`src/rtl/core/grouped_modulo_round_robin_arbiter_unit_defines.svh`:
```
// ----------------------------------------------------------------------------
// Assertion macros for the grouped round-robin arbiter
// Used by the arbiter unit, which checks its own sequencing.
// ----------------------------------------------------------------------------
`ifndef GROUPED_MODULO_ROUND_ROBIN_ARBITER_UNIT_DEFINES_SVH
`define GROUPED_MODULO_ROUND_ROBIN_ARBITER_UNIT_DEFINES_SVH

`ifndef NO_ASSERTIONS
// Checks that an expression holds at every clock edge outside reset.
`define GMRR_ASSERT_ALWAYS(label, expr, msg) \
  label: assert property (@(posedge clk) disable iff (rst) (expr)) else $error(msg);
// Checks that a condition implies a consequence in the same cycle.
`define GMRR_ASSERT_IMPLY(label, ante, cons, msg) \
  label: assert property (@(posedge clk) disable iff (rst) (ante) |-> (cons)) else $error(msg);
`else
`define GMRR_ASSERT_ALWAYS(label, expr, msg)
`define GMRR_ASSERT_IMPLY(label, ante, cons, msg)
`endif

`endif

```
`src/rtl/core/gmrr_pkg.sv`:
```
`timescale 1ns / 1ps
// ----------------------------------------------------------------------------
// gmrr_pkg
// Widths, register indexes and handshake structs of the grouped arbiter.
// ----------------------------------------------------------------------------
package gmrr_pkg;

  localparam int MAX_SLOTS = 16;
  localparam int SIDE_W    = 2;
  localparam int CTR_W     = 32;
  // Wide enough for a member count of up to MAX_SLOTS.
  localparam int CNT_W     = 5;
  // Dividend bits retired per cycle by the remainder unit.
  localparam int DIGIT_W   = 4;
  localparam int REM_STEPS = CTR_W / DIGIT_W;
  localparam int STEP_W    = 3;

  localparam int CFG_IDX_W  = 1;
  localparam int CFG_DATA_W = 2;
  localparam logic [CFG_IDX_W-1:0] CFG_SEPARATE_RW_BUS = 1'd0;
  localparam logic [CFG_IDX_W-1:0] CFG_DMA_SIDE_CODE   = 1'd1;

  typedef struct packed {
    logic             start;
    logic [CTR_W-1:0] dividend;
    logic [CNT_W-1:0] divisor;
  } rem_req_t;

  typedef struct packed {
    logic             done;
    logic [CNT_W-1:0] remainder;
  } rem_rsp_t;

endpackage

```
`src/rtl/core/gmrr_group_map.sv`:
```
`timescale 1ns / 1ps
// ----------------------------------------------------------------------------
// gmrr_group_map
// Assigns each eligible slot to its arbitration group.
// ----------------------------------------------------------------------------
module gmrr_group_map #(
  parameter int NUM_SLOTS = 16,
  parameter int NUM_SIDES = 4,
  parameter int GRP_W     = 3
) (
  input  logic [NUM_SLOTS-1:0]                      eligible,
  input  logic [NUM_SLOTS-1:0]                      direction,
  input  logic [NUM_SLOTS-1:0][gmrr_pkg::SIDE_W-1:0] sides,
  input  logic                                      separate_rw_bus,
  input  logic [gmrr_pkg::SIDE_W-1:0]               dma_side_code,
  output logic [NUM_SLOTS-1:0]                      slot_ok,
  output logic [NUM_SLOTS-1:0][GRP_W-1:0]           slot_grp
);

  always_comb begin
    logic side_valid;
    logic is_in;
    for (int s = 0; s < NUM_SLOTS; s++) begin
      side_valid  = ({1'b0, sides[s]} < (gmrr_pkg::SIDE_W + 1)'(NUM_SIDES));
      // With a shared bus, DMA-side inputs fall into the output group.
      is_in       = direction[s] && !(!separate_rw_bus && (sides[s] == dma_side_code));
      slot_ok[s]  = eligible[s] && side_valid;
      slot_grp[s] = is_in ? (GRP_W'(sides[s]) + GRP_W'(NUM_SIDES)) : GRP_W'(sides[s]);
    end
  end

endmodule

```
`src/rtl/core/gmrr_rem_unit.sv`:
```
`timescale 1ns / 1ps
// ----------------------------------------------------------------------------
// gmrr_rem_unit
// Restoring remainder unit: counter mod member count, four bits a cycle.
// ----------------------------------------------------------------------------
module gmrr_rem_unit (
  input  logic               clk,
  input  logic               rst,
  input  gmrr_pkg::rem_req_t req,
  output gmrr_pkg::rem_rsp_t rsp
);

  logic                                busy;
  logic [gmrr_pkg::STEP_W-1:0]         step;
  logic [gmrr_pkg::CTR_W-1:0]          shift;
  logic [gmrr_pkg::CNT_W-1:0]          divisor;
  logic [gmrr_pkg::CNT_W-1:0]          rem;
  logic [gmrr_pkg::CNT_W-1:0]          rem_next;
  logic                                done;

  always_comb begin
    logic [gmrr_pkg::CNT_W:0] trial;
    rem_next = rem;
    for (int k = 0; k < gmrr_pkg::DIGIT_W; k++) begin
      trial = {rem_next, shift[gmrr_pkg::CTR_W-1-k]};
      if (trial >= {1'b0, divisor}) begin
        trial = trial - {1'b0, divisor};
      end
      rem_next = trial[gmrr_pkg::CNT_W-1:0];
    end
  end

  always_ff @(posedge clk) begin
    if (rst) begin
      busy <= 1'b0;
      done <= 1'b0;
      step <= '0;
    end else begin
      done <= 1'b0;
      if (req.start) begin
        busy    <= 1'b1;
        step    <= '0;
        shift   <= req.dividend;
        divisor <= req.divisor;
        rem     <= '0;
      end else if (busy) begin
        rem   <= rem_next;
        shift <= shift << gmrr_pkg::DIGIT_W;
        step  <= step + 1'b1;
        if (step == gmrr_pkg::STEP_W'(gmrr_pkg::REM_STEPS - 1)) begin
          busy <= 1'b0;
          done <= 1'b1;
        end
      end
    end
  end

  assign rsp.done      = done;
  assign rsp.remainder = rem;

endmodule

```
`src/rtl/core/grouped_modulo_round_robin_arbiter_unit.sv`:
```
`timescale 1ns / 1ps
// Each accepted word is worked through all groups (2 * NUM_SIDES) in order before
// its grant word is sent; an empty group is passed over in the scan state.
// A non-empty group is scanned, divided in the shared remainder unit (4 bits a cycle)
// and its pick is then folded into the grant before the scan moves to the next group.
// Flow: words are taken only in idle, one at a time; the next word is taken while a grant waits.
// Reset: synchronous rst clears the group counters, both registers and all valids.
// ----------------------------------------------------------------------------
// grouped_modulo_round_robin_arbiter_unit
// Per-group round-robin arbiter sequencing one shared remainder unit.
// ----------------------------------------------------------------------------
`include "grouped_modulo_round_robin_arbiter_unit_defines.svh"

module grouped_modulo_round_robin_arbiter_unit #(
  parameter int NUM_SLOTS = 16,
  parameter int NUM_SIDES = 4
) (
  input  logic                                clk,
  input  logic                                rst,
  input  logic                                s_tvalid,
  output logic                                s_tready,
  // eligible_mask [15:0], direction_mask [31:16], side_codes [63:32]
  input  logic [63:0]                         s_tdata,
  output logic                                m_tvalid,
  input  logic                                m_tready,
  // grant_mask [15:0]
  output logic [15:0]                         m_tdata,
  input  logic                                cfg_we,
  input  logic [gmrr_pkg::CFG_IDX_W-1:0]      cfg_index,
  input  logic [gmrr_pkg::CFG_DATA_W-1:0]     cfg_data
);

  localparam int NUM_GROUPS = 2 * NUM_SIDES;
  localparam int GRP_W      = $clog2(NUM_GROUPS);

  localparam logic [1:0] ST_IDLE  = 2'd0;
  localparam logic [1:0] ST_SCAN  = 2'd1;
  localparam logic [1:0] ST_WAIT  = 2'd2;
  localparam logic [1:0] ST_DRAIN = 2'd3;

  logic [1:0]                          state;
  logic [GRP_W-1:0]                    grp;
  logic                                separate_rw_bus;
  logic [gmrr_pkg::SIDE_W-1:0]         dma_side_code;
  logic [gmrr_pkg::CTR_W-1:0]          counters [NUM_GROUPS];
  logic [NUM_SLOTS-1:0]                slot_ok;
  logic [NUM_SLOTS-1:0][GRP_W-1:0]     slot_grp;
  logic [NUM_SLOTS-1:0]                map_ok;
  logic [NUM_SLOTS-1:0][GRP_W-1:0]     map_grp;
  logic [NUM_SLOTS-1:0]                grant;
  logic [NUM_SLOTS-1:0]                member;
  logic [NUM_SLOTS-1:0]                pick_mask;
  logic [gmrr_pkg::CNT_W-1:0]          grp_count;
  logic                                last_grp;
  logic                                accept;
  gmrr_pkg::rem_req_t                  req;
  gmrr_pkg::rem_rsp_t                  rsp;

  function automatic logic [gmrr_pkg::CNT_W-1:0] popcnt(input logic [NUM_SLOTS-1:0] v);
    logic [gmrr_pkg::CNT_W-1:0] n;
    n = '0;
    for (int i = 0; i < NUM_SLOTS; i++) begin
      n = n + gmrr_pkg::CNT_W'(v[i]);
    end
    return n;
  endfunction

  gmrr_group_map #(
    .NUM_SLOTS (NUM_SLOTS),
    .NUM_SIDES (NUM_SIDES),
    .GRP_W     (GRP_W)
  ) u_group_map (
    .eligible        (s_tdata[NUM_SLOTS-1:0]),
    .direction       (s_tdata[16 +: NUM_SLOTS]),
    .sides           (s_tdata[32 +: (gmrr_pkg::SIDE_W * NUM_SLOTS)]),
    .separate_rw_bus (separate_rw_bus),
    .dma_side_code   (dma_side_code),
    .slot_ok         (map_ok),
    .slot_grp        (map_grp)
  );

  gmrr_rem_unit u_rem_unit (
    .clk (clk),
    .rst (rst),
    .req (req),
    .rsp (rsp)
  );

  assign s_tready = (state == ST_IDLE);
  assign accept   = s_tvalid && s_tready;
  assign last_grp = (grp == GRP_W'(NUM_GROUPS - 1));

  always_comb begin
    for (int s = 0; s < NUM_SLOTS; s++) begin
      member[s] = slot_ok[s] && (slot_grp[s] == grp);
    end
  end

  assign grp_count = popcnt(member);

  // The granted member is the one with exactly "remainder" members below it.
  always_comb begin
    for (int s = 0; s < NUM_SLOTS; s++) begin
      pick_mask[s] = member[s] &&
                     (popcnt(member & ((NUM_SLOTS'(1) << s) - 1'b1)) == rsp.remainder);
    end
  end

  assign req.start    = (state == ST_SCAN) && (grp_count != '0);
  assign req.dividend = counters[grp];
  assign req.divisor  = grp_count;

  always_ff @(posedge clk) begin
    if (rst) begin
      separate_rw_bus <= 1'b0;
      dma_side_code   <= '0;
    end else if (cfg_we) begin
      case (cfg_index)
        gmrr_pkg::CFG_SEPARATE_RW_BUS: separate_rw_bus <= cfg_data[0];
        gmrr_pkg::CFG_DMA_SIDE_CODE:   dma_side_code   <= cfg_data[gmrr_pkg::SIDE_W-1:0];
        default: ;
      endcase
    end
  end

  always_ff @(posedge clk) begin
    if (rst) begin
      state    <= ST_IDLE;
      grp      <= '0;
      m_tvalid <= 1'b0;
      for (int g = 0; g < NUM_GROUPS; g++) begin
        counters[g] <= '0;
      end
    end else begin
      // In drain the valid is set again below when the word moves on.
      if (m_tvalid && m_tready && (state != ST_DRAIN)) begin
        m_tvalid <= 1'b0;
      end
      case (state)
        ST_IDLE: begin
          if (accept) begin
            slot_ok  <= map_ok;
            slot_grp <= map_grp;
            grant    <= '0;
            grp      <= '0;
            state    <= ST_SCAN;
          end
        end
        ST_SCAN: begin
          if (grp_count != '0) begin
            state <= ST_WAIT;
          end else if (last_grp) begin
            state <= ST_DRAIN;
          end else begin
            grp <= grp + 1'b1;
          end
        end
        ST_WAIT: begin
          if (rsp.done) begin
            grant         <= grant | pick_mask;
            counters[grp] <= counters[grp] + 1'b1;
            if (last_grp) begin
              state <= ST_DRAIN;
            end else begin
              grp   <= grp + 1'b1;
              state <= ST_SCAN;
            end
          end
        end
        ST_DRAIN: begin
          if (!m_tvalid || m_tready) begin
            m_tvalid <= 1'b1;
            m_tdata  <= 16'(grant);
            state    <= ST_IDLE;
          end
        end
        default: state <= ST_IDLE;
      endcase
    end
  end

  `GMRR_ASSERT_IMPLY(a_done_only_in_wait, rsp.done, state == ST_WAIT, "done outside wait")
  `GMRR_ASSERT_IMPLY(a_rem_below_count, rsp.done, rsp.remainder < grp_count, "remainder too big")
  `GMRR_ASSERT_IMPLY(a_single_pick, rsp.done, $onehot(pick_mask), "group grant not one-hot")

endmodule

```
`config.mk`:
```
export PLATFORM = sky130hd
export DESIGN_NAME = grouped_modulo_round_robin_arbiter_unit
export DESIGN_NICKNAME = d
export VERILOG_FILES = /design/src/rtl/core/gmrr_pkg.sv /design/src/rtl/core/gmrr_group_map.sv /design/src/rtl/core/gmrr_rem_unit.sv /design/src/rtl/core/grouped_modulo_round_robin_arbiter_unit.sv
export VERILOG_INCLUDE_DIRS = /design/src /design/src/rtl/core
export SDC_FILE = /design/constraint.sdc
export NUM_CORES = 1
export LEC_CHECK = 0
export BUFFER_PORTS_ARGS = -buffer_cell sky130_fd_sc_hd__clkbuf_2
export CORE_AREA = 8 8 205 207
export CTS_CLUSTER_DIAMETER = 150
export DETAILED_ROUTE_END_ITERATION = 10
export DIE_AREA = 0 0 213 215
export PLACE_DENSITY = 0.75
export SYNTH_ARGS = -nofsm -noshare
export SYNTH_HDL_FRONTEND = slang
export SYNTH_SLANG_ARGS = --single-unit
```
`constraint.sdc`:
```
create_clock -name clk -period 18.9 [get_ports clk]
set_input_delay 2.835 -clock clk [delete_from_list [all_inputs] [get_ports clk]]
set_output_delay 2.835 -clock clk [all_outputs]
set_load 0.01 [all_outputs]
```
==> flow_summary.ini, run 1 <==
[sta]
fin_crit_sh_pct = 50.3
fin_skew_ps = 20.7
max_slew_margin_pct = 34.2
finalHoldViolCount = 0
rsz0062_at_grt = no
tns_ps = 0
finalMaxSlewViolations = 0
setup_violations = 0
tightest_slew_ps = 985
period_minus_slack_ps = 9500
fin_ws_ps = 9400
max_freq_mhz = 105

[logic_synthesis]
yosysTopAreaCellShare_pct = 56.3
synth_edf_count = 394
synthTopCellsByArea = edfxtp_1, mux4_2, nor2_1
async_flop_share_pct = 0
ys_ff_latch = 411
synth_area_um2 = 21000
syn_nets = 1773
netlist_instances = 1638
avgSynthCellArea_um2 = 12.8
yosys.cell_types.count = 72
synth_top_area_cell = edfxtp_1
yosysWarnings = 0
seq_area_frac_synth_pct = 57.9
synthFlopType = edfxtp_1
synth_most_common_cell = edfxtp_1
synth_common_cells = edfxtp_1, nor2_1, nand2_1, xor2_1, xnor2_1

[floorplan]
die_h_um = 215
coreArea_um2 = 39000
rows = 73
dieArea_um2 = 45800
pin_count = 90
start_util_pct = 53.9
die_x_um = 213

[drt]
via_per_inst = 5.93
final_antenna_net_count = 0
drc = 0
num_vias = 13500
wl_per_cell_um = 21.7
dr.pass1.iters = 7
drt_iter0_drc = 1341
totalWireLength_mm = 49.3

[grt]
grt_max_degree = 65
grt_pass1_vias = 13900
gr-total-overflow = 0
grt_pass1_wl_mm = 77.2
antenna_found_initial = 0
grt_usage_pct = 21.6

[power]
p_leak_nw = 8.51
max-vdd-ir-drop_mv = 0.274
switching_share_pct = 37.0
p_sw_mw = 1.36
p_seq_share_pct = 33.8
intPower_mw = 2.31
powerDensity_nw_per_um2 = 157
clockPowerShare_pct = 22.1
pwr-share-comb_pct = 44.1

[layout]
nNetsFinal = 1852
syn2layout_area_growth_pct = 10.9
insertedDiodeCount = 0
layout-drive-gt1-share_pct = 17.1

[setup_path]
crit_buf_inv = 2
path_delay_family = adder cells
critPathMaxFanout = 63
cpPeakStageDelay_ps = 610
r2r_setup_slack_ps = 9400
crit_top_cell = ha_1
crit_arrival_ps = 9930
endpoint_kind = register
critPathRequiredTime_ps = 19330
worst_path_max_delay_cell = buf_4
cp-start-kind = register
path_class = reg -> reg

[cts]
clk_path_buf_depth = 3
cts_hold_buf = 0
cts.sinks = 411
cts_buffers = 42
clkTransAtPathRegs_ps = 60
post-cts-setup-buffers = 0
postCtsResizedCells = 0
cts_max_level = 2
cts_tree = done
clk_latency_ps = 570
clockRootBuffer = clkbuf_16

[status]
outcome = finished clean

[placed_design]
port_buffers = 89
dp_slack_ps = 9500
finalWeightedCongestion = 0.893
hpwl_mm = 31.3

[worst_hold_path]
hp-class = reg -> reg

[job]
maxCapViolations = 0
## stage by stage
stage	utilization, %	cells	hold WS (ps)	power [mW]	area, µm²
6_report	59.8	2274	465	3.67	23300
4_1_cts	59.8	2274	456	3.69	23300
3_3_place_gp	56.4	2198	439	2.82	22000
2_1_floorplan	-	1638	427	2.55	21000
3_5_place_dp	56.4	2198	443	2.87	22000
5_1_grt	59.8	2274	472	3.91	23300
## power by group through the flow
stage	Sequential, mW	Combinational (mW)	Clock (mW)
after floorplan	1.21	1.34	0
after global placement	1.26	1.56	0
after detailed placement	1.26	1.61	0
after CTS	1.24	1.62	0.820
after global routing	1.25	1.80	0.854
final	1.24	1.62	0.809
## layout by cell type (no fill, tap or decap), types with 6 or more instances in the layout
cell type	n
o21a_1	7
clkbuf_2	89
nor4b_1	6
inv_1	29
edfxtp_1	394
xor2_1	109
ha_1	57
buf_4	30
a211oi_1	7
a21oi_1	35
a31oi_1	7
fa_1	6
nand3b_1	8
clkinv_2	7
a21o_1	9
nand3_1	26
nor2b_1	13
dfxtp_1	14
mux2i_1	45
nand4_1	7
nand2_1	112
nor3_1	40
nor2_1	315
clkbuf_1	9
o21ai_2	26
o31a_1	16
nand2b_1	10
mux4_2	64
xnor2_1	83
clkinv_1	8
clkbuf_16	42
o21ai_0	21
## sequential cells by signal (all words and copies together) (netlist names), 3 cells and up, named ones only
name,count
grant,16
grp,3
slot_ok,16
u_rem_unit.step,3
counters,256
u_rem_unit.divisor,5
slot_grp,48
m_tdata,16
u_rem_unit.rem,5
u_rem_unit.shift,32
## cell families after synthesis
group / Yosys count / share of synthesized area [%]
buf+inv: 113 / 2.31
compound gates: 161 / 5.48
mux: 113 / 9.23
fa+ha+maj: 63 / 3.96
simple gates: 572 / 11.8
flops: 411 / 57.9
xor+xnor: 205 / 9.30
## cell type report
type                    instances  area (µm²)
fillers                      2998       15700
flip-flops and latches        411       12200
multi-input cells            1114        8370
clock buffers                  53        1110
repair buffers                119         671
well taps                     525         657
clock inverters                23         215
inverters                      29         109
## per-layer routing
| layer | wire length, µm | track usage (%) | up-vias |
|---|---|---|---|
| met5 | 0 | 0 | - |
| met4 | 1180 | 6.58 | 0 |
| met3 | 3580 | 3.36 | 99 |
| met2 | 25200 | 37.4 | 536 |
| met1 | 19300 | 27.6 | 6750 |
| li1 | - | - | 6095 |
## worst paths after layout
check / start / endpoint / cells past startpoint
worst max-delay path: grp[1] / register / 28
worst min-delay path: grant[10] / m_tdata[10] / 0
worst max register to register: grp[1] / register / 28
worst min register to register: grant[10] / m_tdata[10] / 0
No activity file was read; power rests on OpenSTA's default activity.
==> run 2, diff against run 1 <==
==> constraint.sdc (replaced) <==
create_clock -name clk -period 9.5 [get_ports clk]
set_input_delay 1.425 -clock clk [delete_from_list [all_inputs] [get_ports clk]]
set_output_delay 1.425 -clock clk [all_outputs]
set_load 0.01 [all_outputs]
==> flow_summary.ini, run 2 (synthesis gave the netlist of run 1 again) <==
[layout]
nNetsFinal = 1855
final_common_cell = edfxtp_1
register_area_um2 = 12200
syn2layout_area_growth_pct = 11.3
final_cell_mix = edfxtp_1, nor2_1, nand2_1, xor2_1, clkbuf_2
multi_input_area_um2 = 8380
layout.cells.non_filler = 2273
top_register = counters
fill_cells = 3023
design_area_um2 = 23400
reg_top3 = counters (256), slot_grp (48), u_rem_unit.shift (32)
layout-drive-gt1-share_pct = 17.2
largest_reg_flops = 256

[grt]
antenna_found_initial = 1
grt_max_degree = 65
grt_pass1_vias = 13700
grt_pass1_wl_mm = 76.3
grt_usage_pct = 21.4
gr-total-overflow = 0

[drt]
wl_per_cell_um = 21.6
via_per_inst = 5.92
num_vias = 13500
drc = 0
final_antenna_net_count = 0
totalWireLength_mm = 49.0
dr.pass1.iters = 5
drt_iter0_drc = 1078

[sta]
max_freq_mhz = 112
fin_crit_sh_pct = 93.8
period_minus_slack_ps = 8910
tightest_slew_ps = 1120
finalHoldViolCount = 0
fin_ws_ps = 589
setup_violations = 0
rsz0062_at_grt = no
finalMaxSlewViolations = 0
fin_skew_ps = 14.8
max_slew_margin_pct = 24.5
tns_ps = 0

[setup_path]
endpoint_kind = register
cpPeakStageDelay_ps = 540
critPathRequiredTime_ps = 9740
critPathMaxFanout = 37
crit_arrival_ps = 9150
worst_path_max_delay_cell = fa_1
crit_top_cell = ha_1
path_class = reg -> reg
cp-start-kind = register

[floorplan]
dieArea_um2 = 45800
die_x_um = 213
start_util_pct = 53.9
die_h_um = 215
coreArea_um2 = 39000
rows = 73
pin_count = 90

[cts]
cts_max_level = 2
cts_buffers = 43
cts_tree = done
clkTransAtPathRegs_ps = 60
clockRootBuffer = clkbuf_16
clk_path_buf_depth = 3
cts.sinks = 411
clk_latency_ps = 570

[placed_design]
port_buffers = 89
hpwl_mm = 30.7
dp_slack_ps = 391
place_inst = 2200
finalWeightedCongestion = 0.885
place_area_um2 = 22000

[power]
powerDensity_nw_per_um2 = 316
max-vdd-ir-drop_mv = 0.394
p_leak_nw = 8.55
power.total_mw = 7.38

[worst_hold_path]
hp-class = reg -> reg

[job]
maxCapViolations = 0

[status]
outcome = finished clean
==> run 2: cell count changes in the layout (fill, tap and decap cells not counted), moves of 2 or more <==
| cell | delta |
|---|---|
| clkinv_1 | -2 |
| clkbuf_8 | -2 |
| clkbuf_1 | +3 |
| dfxtp_1 | -2 |
| clkinv_2 | -4 |
| clkbuf_16 | +2 |
| bufinv_16 | +2 |
| clkinvlp_4 | -2 |
| dfxtp_2 | +2 |
==> run 2: area by class of cell <==
type | count | area share (%)
sequential | 411 | 52.1
antenna | 1 | 0.0107
tap | 525 | 2.81
clock buffer | 56 | 4.90
inverter | 29 | 0.465
clock inverter | 16 | 0.910
timing repair buffer | 121 | 3.00
multi-input combinational | 1114 | 35.8
==> run 2: power by group <==
part / internal, mW / leakage, nW / switching [mW]
Combinational: 1.39 / 3.82 / 1.85
Sequential: 2.31 / 4.06 / 0.165
Clock: 0.982 / 0.660 / 0.680
Total: 4.69 / 8.55 / 2.70
==> run 2: layer usage <==
| metal | part of all wire, % | global-route usage [%] | up-vias |
|---|---|---|---|
| li1 | - | - | 6094 |
| met5 | 0 | 0 | - |
| met4 | 3.4 | 8.05 | 0 |
| met1 | 39 | 27.4 | 6681 |
| met3 | 7.7 | 3.38 | 125 |
| met2 | 50 | 36.4 | 564 |
==> run 2: final timing paths <==
check | start | depth (start not counted) | slack (ps) | to
setup / recovery | grp[0] | 27 | 590 | u_rem_unit.shift[3]
hold / removal | grant[6] | 0 | 460 | m_tdata[6]
setup reg to reg | grp[0] | 27 | 590 | u_rem_unit.shift[3]
hold reg to reg | grant[6] | 0 | 460 | m_tdata[6]
==> run 2: repair_timing <==
action                                 in CTS  in global routing
setup buffers                               0                  0
endpoints found under the hold margin       0                  0
setup endpoints to repair                   0                 37
gates resized for setup                     0                  4
hold buffers                                0                  0
==> run 2: worst max-delay path, delay by kind of cell, from the launching register on <==
family                   cells  cell delay [ps]
buffers and inverters        2              490
XOR/XNOR                     4             1030
AND/OR/NAND/NOR              7             1800
adder cells (fa/ha/maj)     12             4550
multiplexers                 1              170
flip-flops                   1              310
AO/OA/AOI/OAI                1              190
==> run 2: per-stage QoR <==
step,hold WS [ps],util (%)
floorplan,427,-
global placement,442,56.4
detailed placement,444,56.4
CTS,457,59.9
global route,474,60.0
finish,460,60.0
==> run 3, diff against run 2 <==
--- a/config.mk
+++ b/config.mk
@@ -7,11 +7,12 @@
 export NUM_CORES = 1
 export LEC_CHECK = 0
 export BUFFER_PORTS_ARGS = -buffer_cell sky130_fd_sc_hd__clkbuf_2
-export CORE_AREA = 8 8 205 207
+export CORE_AREA = 8 8 208 210
 export CTS_CLUSTER_DIAMETER = 150
 export DETAILED_ROUTE_END_ITERATION = 10
-export DIE_AREA = 0 0 213 215
+export DIE_AREA = 0 0 216 218
 export PLACE_DENSITY = 0.75
 export SYNTH_ARGS = -nofsm -noshare
 export SYNTH_HDL_FRONTEND = slang
+export SYNTH_HIERARCHICAL = 1
 export SYNTH_SLANG_ARGS = --single-unit
==> flow_summary.ini, run 3 <==
[logic_synthesis]
synthTopCellsByArea = edfxtp_1, mux4_2, nor2_1
seq_area_frac_synth_pct = 55.9
avgSynthCellArea_um2 = 12.7
synth_area_um2 = 21800
synth_common_cells = edfxtp_1, nor2_1, xnor2_1, xor2_1, nand2_1
yosys.cell_types.count = 84
synth_edf_count = 394
yosysWarnings = 6
async_flop_share_pct = 0
ys_ff_latch = 411
synth_top_area_cell = edfxtp_1
netlist_instances = 1709
synth_most_common_cell = edfxtp_1
syn_nets = 1843
yosysTopAreaCellShare_pct = 54.4
synthFlopType = edfxtp_1

[layout]
top_register = counters
reg_top3 = counters (256), slot_grp (48), u_rem_unit/shift (32)
layout-drive-gt1-share_pct = 19.0
final_cell_mix = edfxtp_1, nor2_1, xnor2_1, xor2_1, clkbuf_2
insertedDiodeCount = 0
register_area_um2 = 12200
syn2layout_area_growth_pct = 9.50
multi_input_area_um2 = 8660
largest_reg_flops = 256
nNetsFinal = 1877
final_common_cell = edfxtp_1
fill_cells = 3155

[floorplan]
dieArea_um2 = 47100
die_x_um = 216
coreArea_um2 = 40200
rows = 74
pin_count = 90
start_util_pct = 54.2
die_h_um = 218

[sta]
finalMaxSlewViolations = 0
fin_skew_ps = 28.6
tns_ps = 0
finalHoldViolCount = 0
max_freq_mhz = 111
max_slew_margin_pct = 22.3
setup_violations = 0
fin_ws_ps = 506
fin_crit_sh_pct = 94.7
rsz0062_at_grt = no
period_minus_slack_ps = 8990
tightest_slew_ps = 1160

[setup_path]
endpoint_kind = register
cpPeakStageDelay_ps = 560
path_delay_family = adder cells
crit_top_cell = ha_1
crit_arrival_ps = 9230
crit_buf_inv = 6
worst_path_max_delay_cell = fa_1
path_class = reg -> reg
rr_worst_depth = 31
critPathRequiredTime_ps = 9740
critPathMaxFanout = 43
cp.depth = 31
cp-start-kind = register

[worst_hold_path]
hp-class = reg -> reg
hold_path_depth = 0

[power]
max-vdd-ir-drop_mv = 0.549
p_leak_nw = 8.76
powerDensity_nw_per_um2 = 314
power.total_mw = 7.48

[cts]
clk_path_buf_depth = 3
cts.sinks = 411
clk_latency_ps = 580
cts_tree = done
cts_max_level = 2
cts_buffers = 43
cts_hold_buf = 0
clockRootBuffer = clkbuf_16
clkTransAtPathRegs_ps = 60

[drt]
top_layer = met4
via_per_inst = 5.88
wl_per_cell_um = 21.7
dr_wl_met2_mm = 25.4
num_vias = 13600
final_antenna_net_count = 0
drt_iter0_drc = 1175
totalWireLength_mm = 50.1
met3_wirelength_mm = 3.28
dr.pass1.iters = 7
drc = 0
met1_length_mm = 20.1

[grt]
grt_usage_pct = 20.8
grt_max_degree = 65
antenna_found_initial = 0
gr-total-overflow = 0
grt_pass1_vias = 13700
grt_pass1_wl_mm = 76.8

[placed_design]
finalWeightedCongestion = 0.882
hpwl_mm = 31.1
port_buffers = 89
dp_slack_ps = 189

[status]
outcome = finished clean

[job]
maxCapViolations = 0
## run 3: changes by cell type after synthesis, sizes merged, moves of 7 or more
cell and delta:
xor2 -17, buf +54, xnor2 +17, inv +31, mux2i -10, mux2 +41
nor4 +7, and2 +7, nand2 -30, o21ai -36, clkbuf -7
## run 3: final timing paths
kind	startpoint	endpoint	slack, ps
min reg2reg	grant[1]	m_tdata[1]	450
max reg2reg	grp[1]	u_rem_unit/divisor[2]	510
min	grant[1]	m_tdata[1]	450
max	grp[1]	u_rem_unit/divisor[2]	510
## run 3: worst register-to-register path, delay by kind of cell (launching register included)
family | cells | cell delay (ps)
compound gates | 1 | 160
buf+inv | 6 | 900
fa+ha+maj | 12 | 4620
xor+xnor | 7 | 1660
flops | 1 | 420
mux | 1 | 90
simple gates | 4 | 840
## run 3: cell families after synthesis
| kind of cell | after synthesis | synth area share (%) |
|---|---|---|
| adder cells (fa/ha/maj) | 62 | 3.77 |
| flip-flops | 411 | 55.9 |
| XOR/XNOR | 210 | 9.19 |
| AO/OA/AOI/OAI | 139 | 4.78 |
| buffers and inverters | 191 | 4.51 |
| multiplexers | 144 | 10.6 |
| AND/OR/NAND/NOR | 552 | 11.2 |
## run 3: cell type report
| cell class | count | area share (%) |
|---|---|---|
| clock buffer | 53 | 4.71 |
| sequential | 411 | 51.1 |
| inverter | 60 | 0.945 |
| timing repair buffer | 119 | 2.83 |
| multi-input combinational | 1108 | 36.4 |
| tap | 532 | 2.79 |
| clock inverter | 27 | 1.27 |
## run 3: where the power goes
group	switching [mW]	internal, mW	total [mW]
Clock	0.711	0.986	1.70
Sequential	0.189	2.30	2.49
Combinational	1.78	1.51	3.29
## run 3: timing repair
action,4_1_cts,5_1_grt
gates resized for setup,0,7
endpoints found under the hold margin,0,0
setup buffers,0,0
setup endpoints to repair,0,70
## run 3: layer usage
metal	GRT usage (%)	vias to the layer above
met1	26.5	6790
met4	7.66	0
met3	3.08	92
li1	-	6209
met5	0	-
met2	35.9	494
## run 3: through the flow
step	cells	utilization, %	instance area (µm²)	hold WS (ps)
final	2310	59.3	23800	453
after detailed placement	2229	55.7	22400	445
after CTS	2309	59.2	23800	457
after floorplan	1709	-	21800	427
after global placement	2229	55.7	22400	437
after global routing	2310	59.3	23800	469
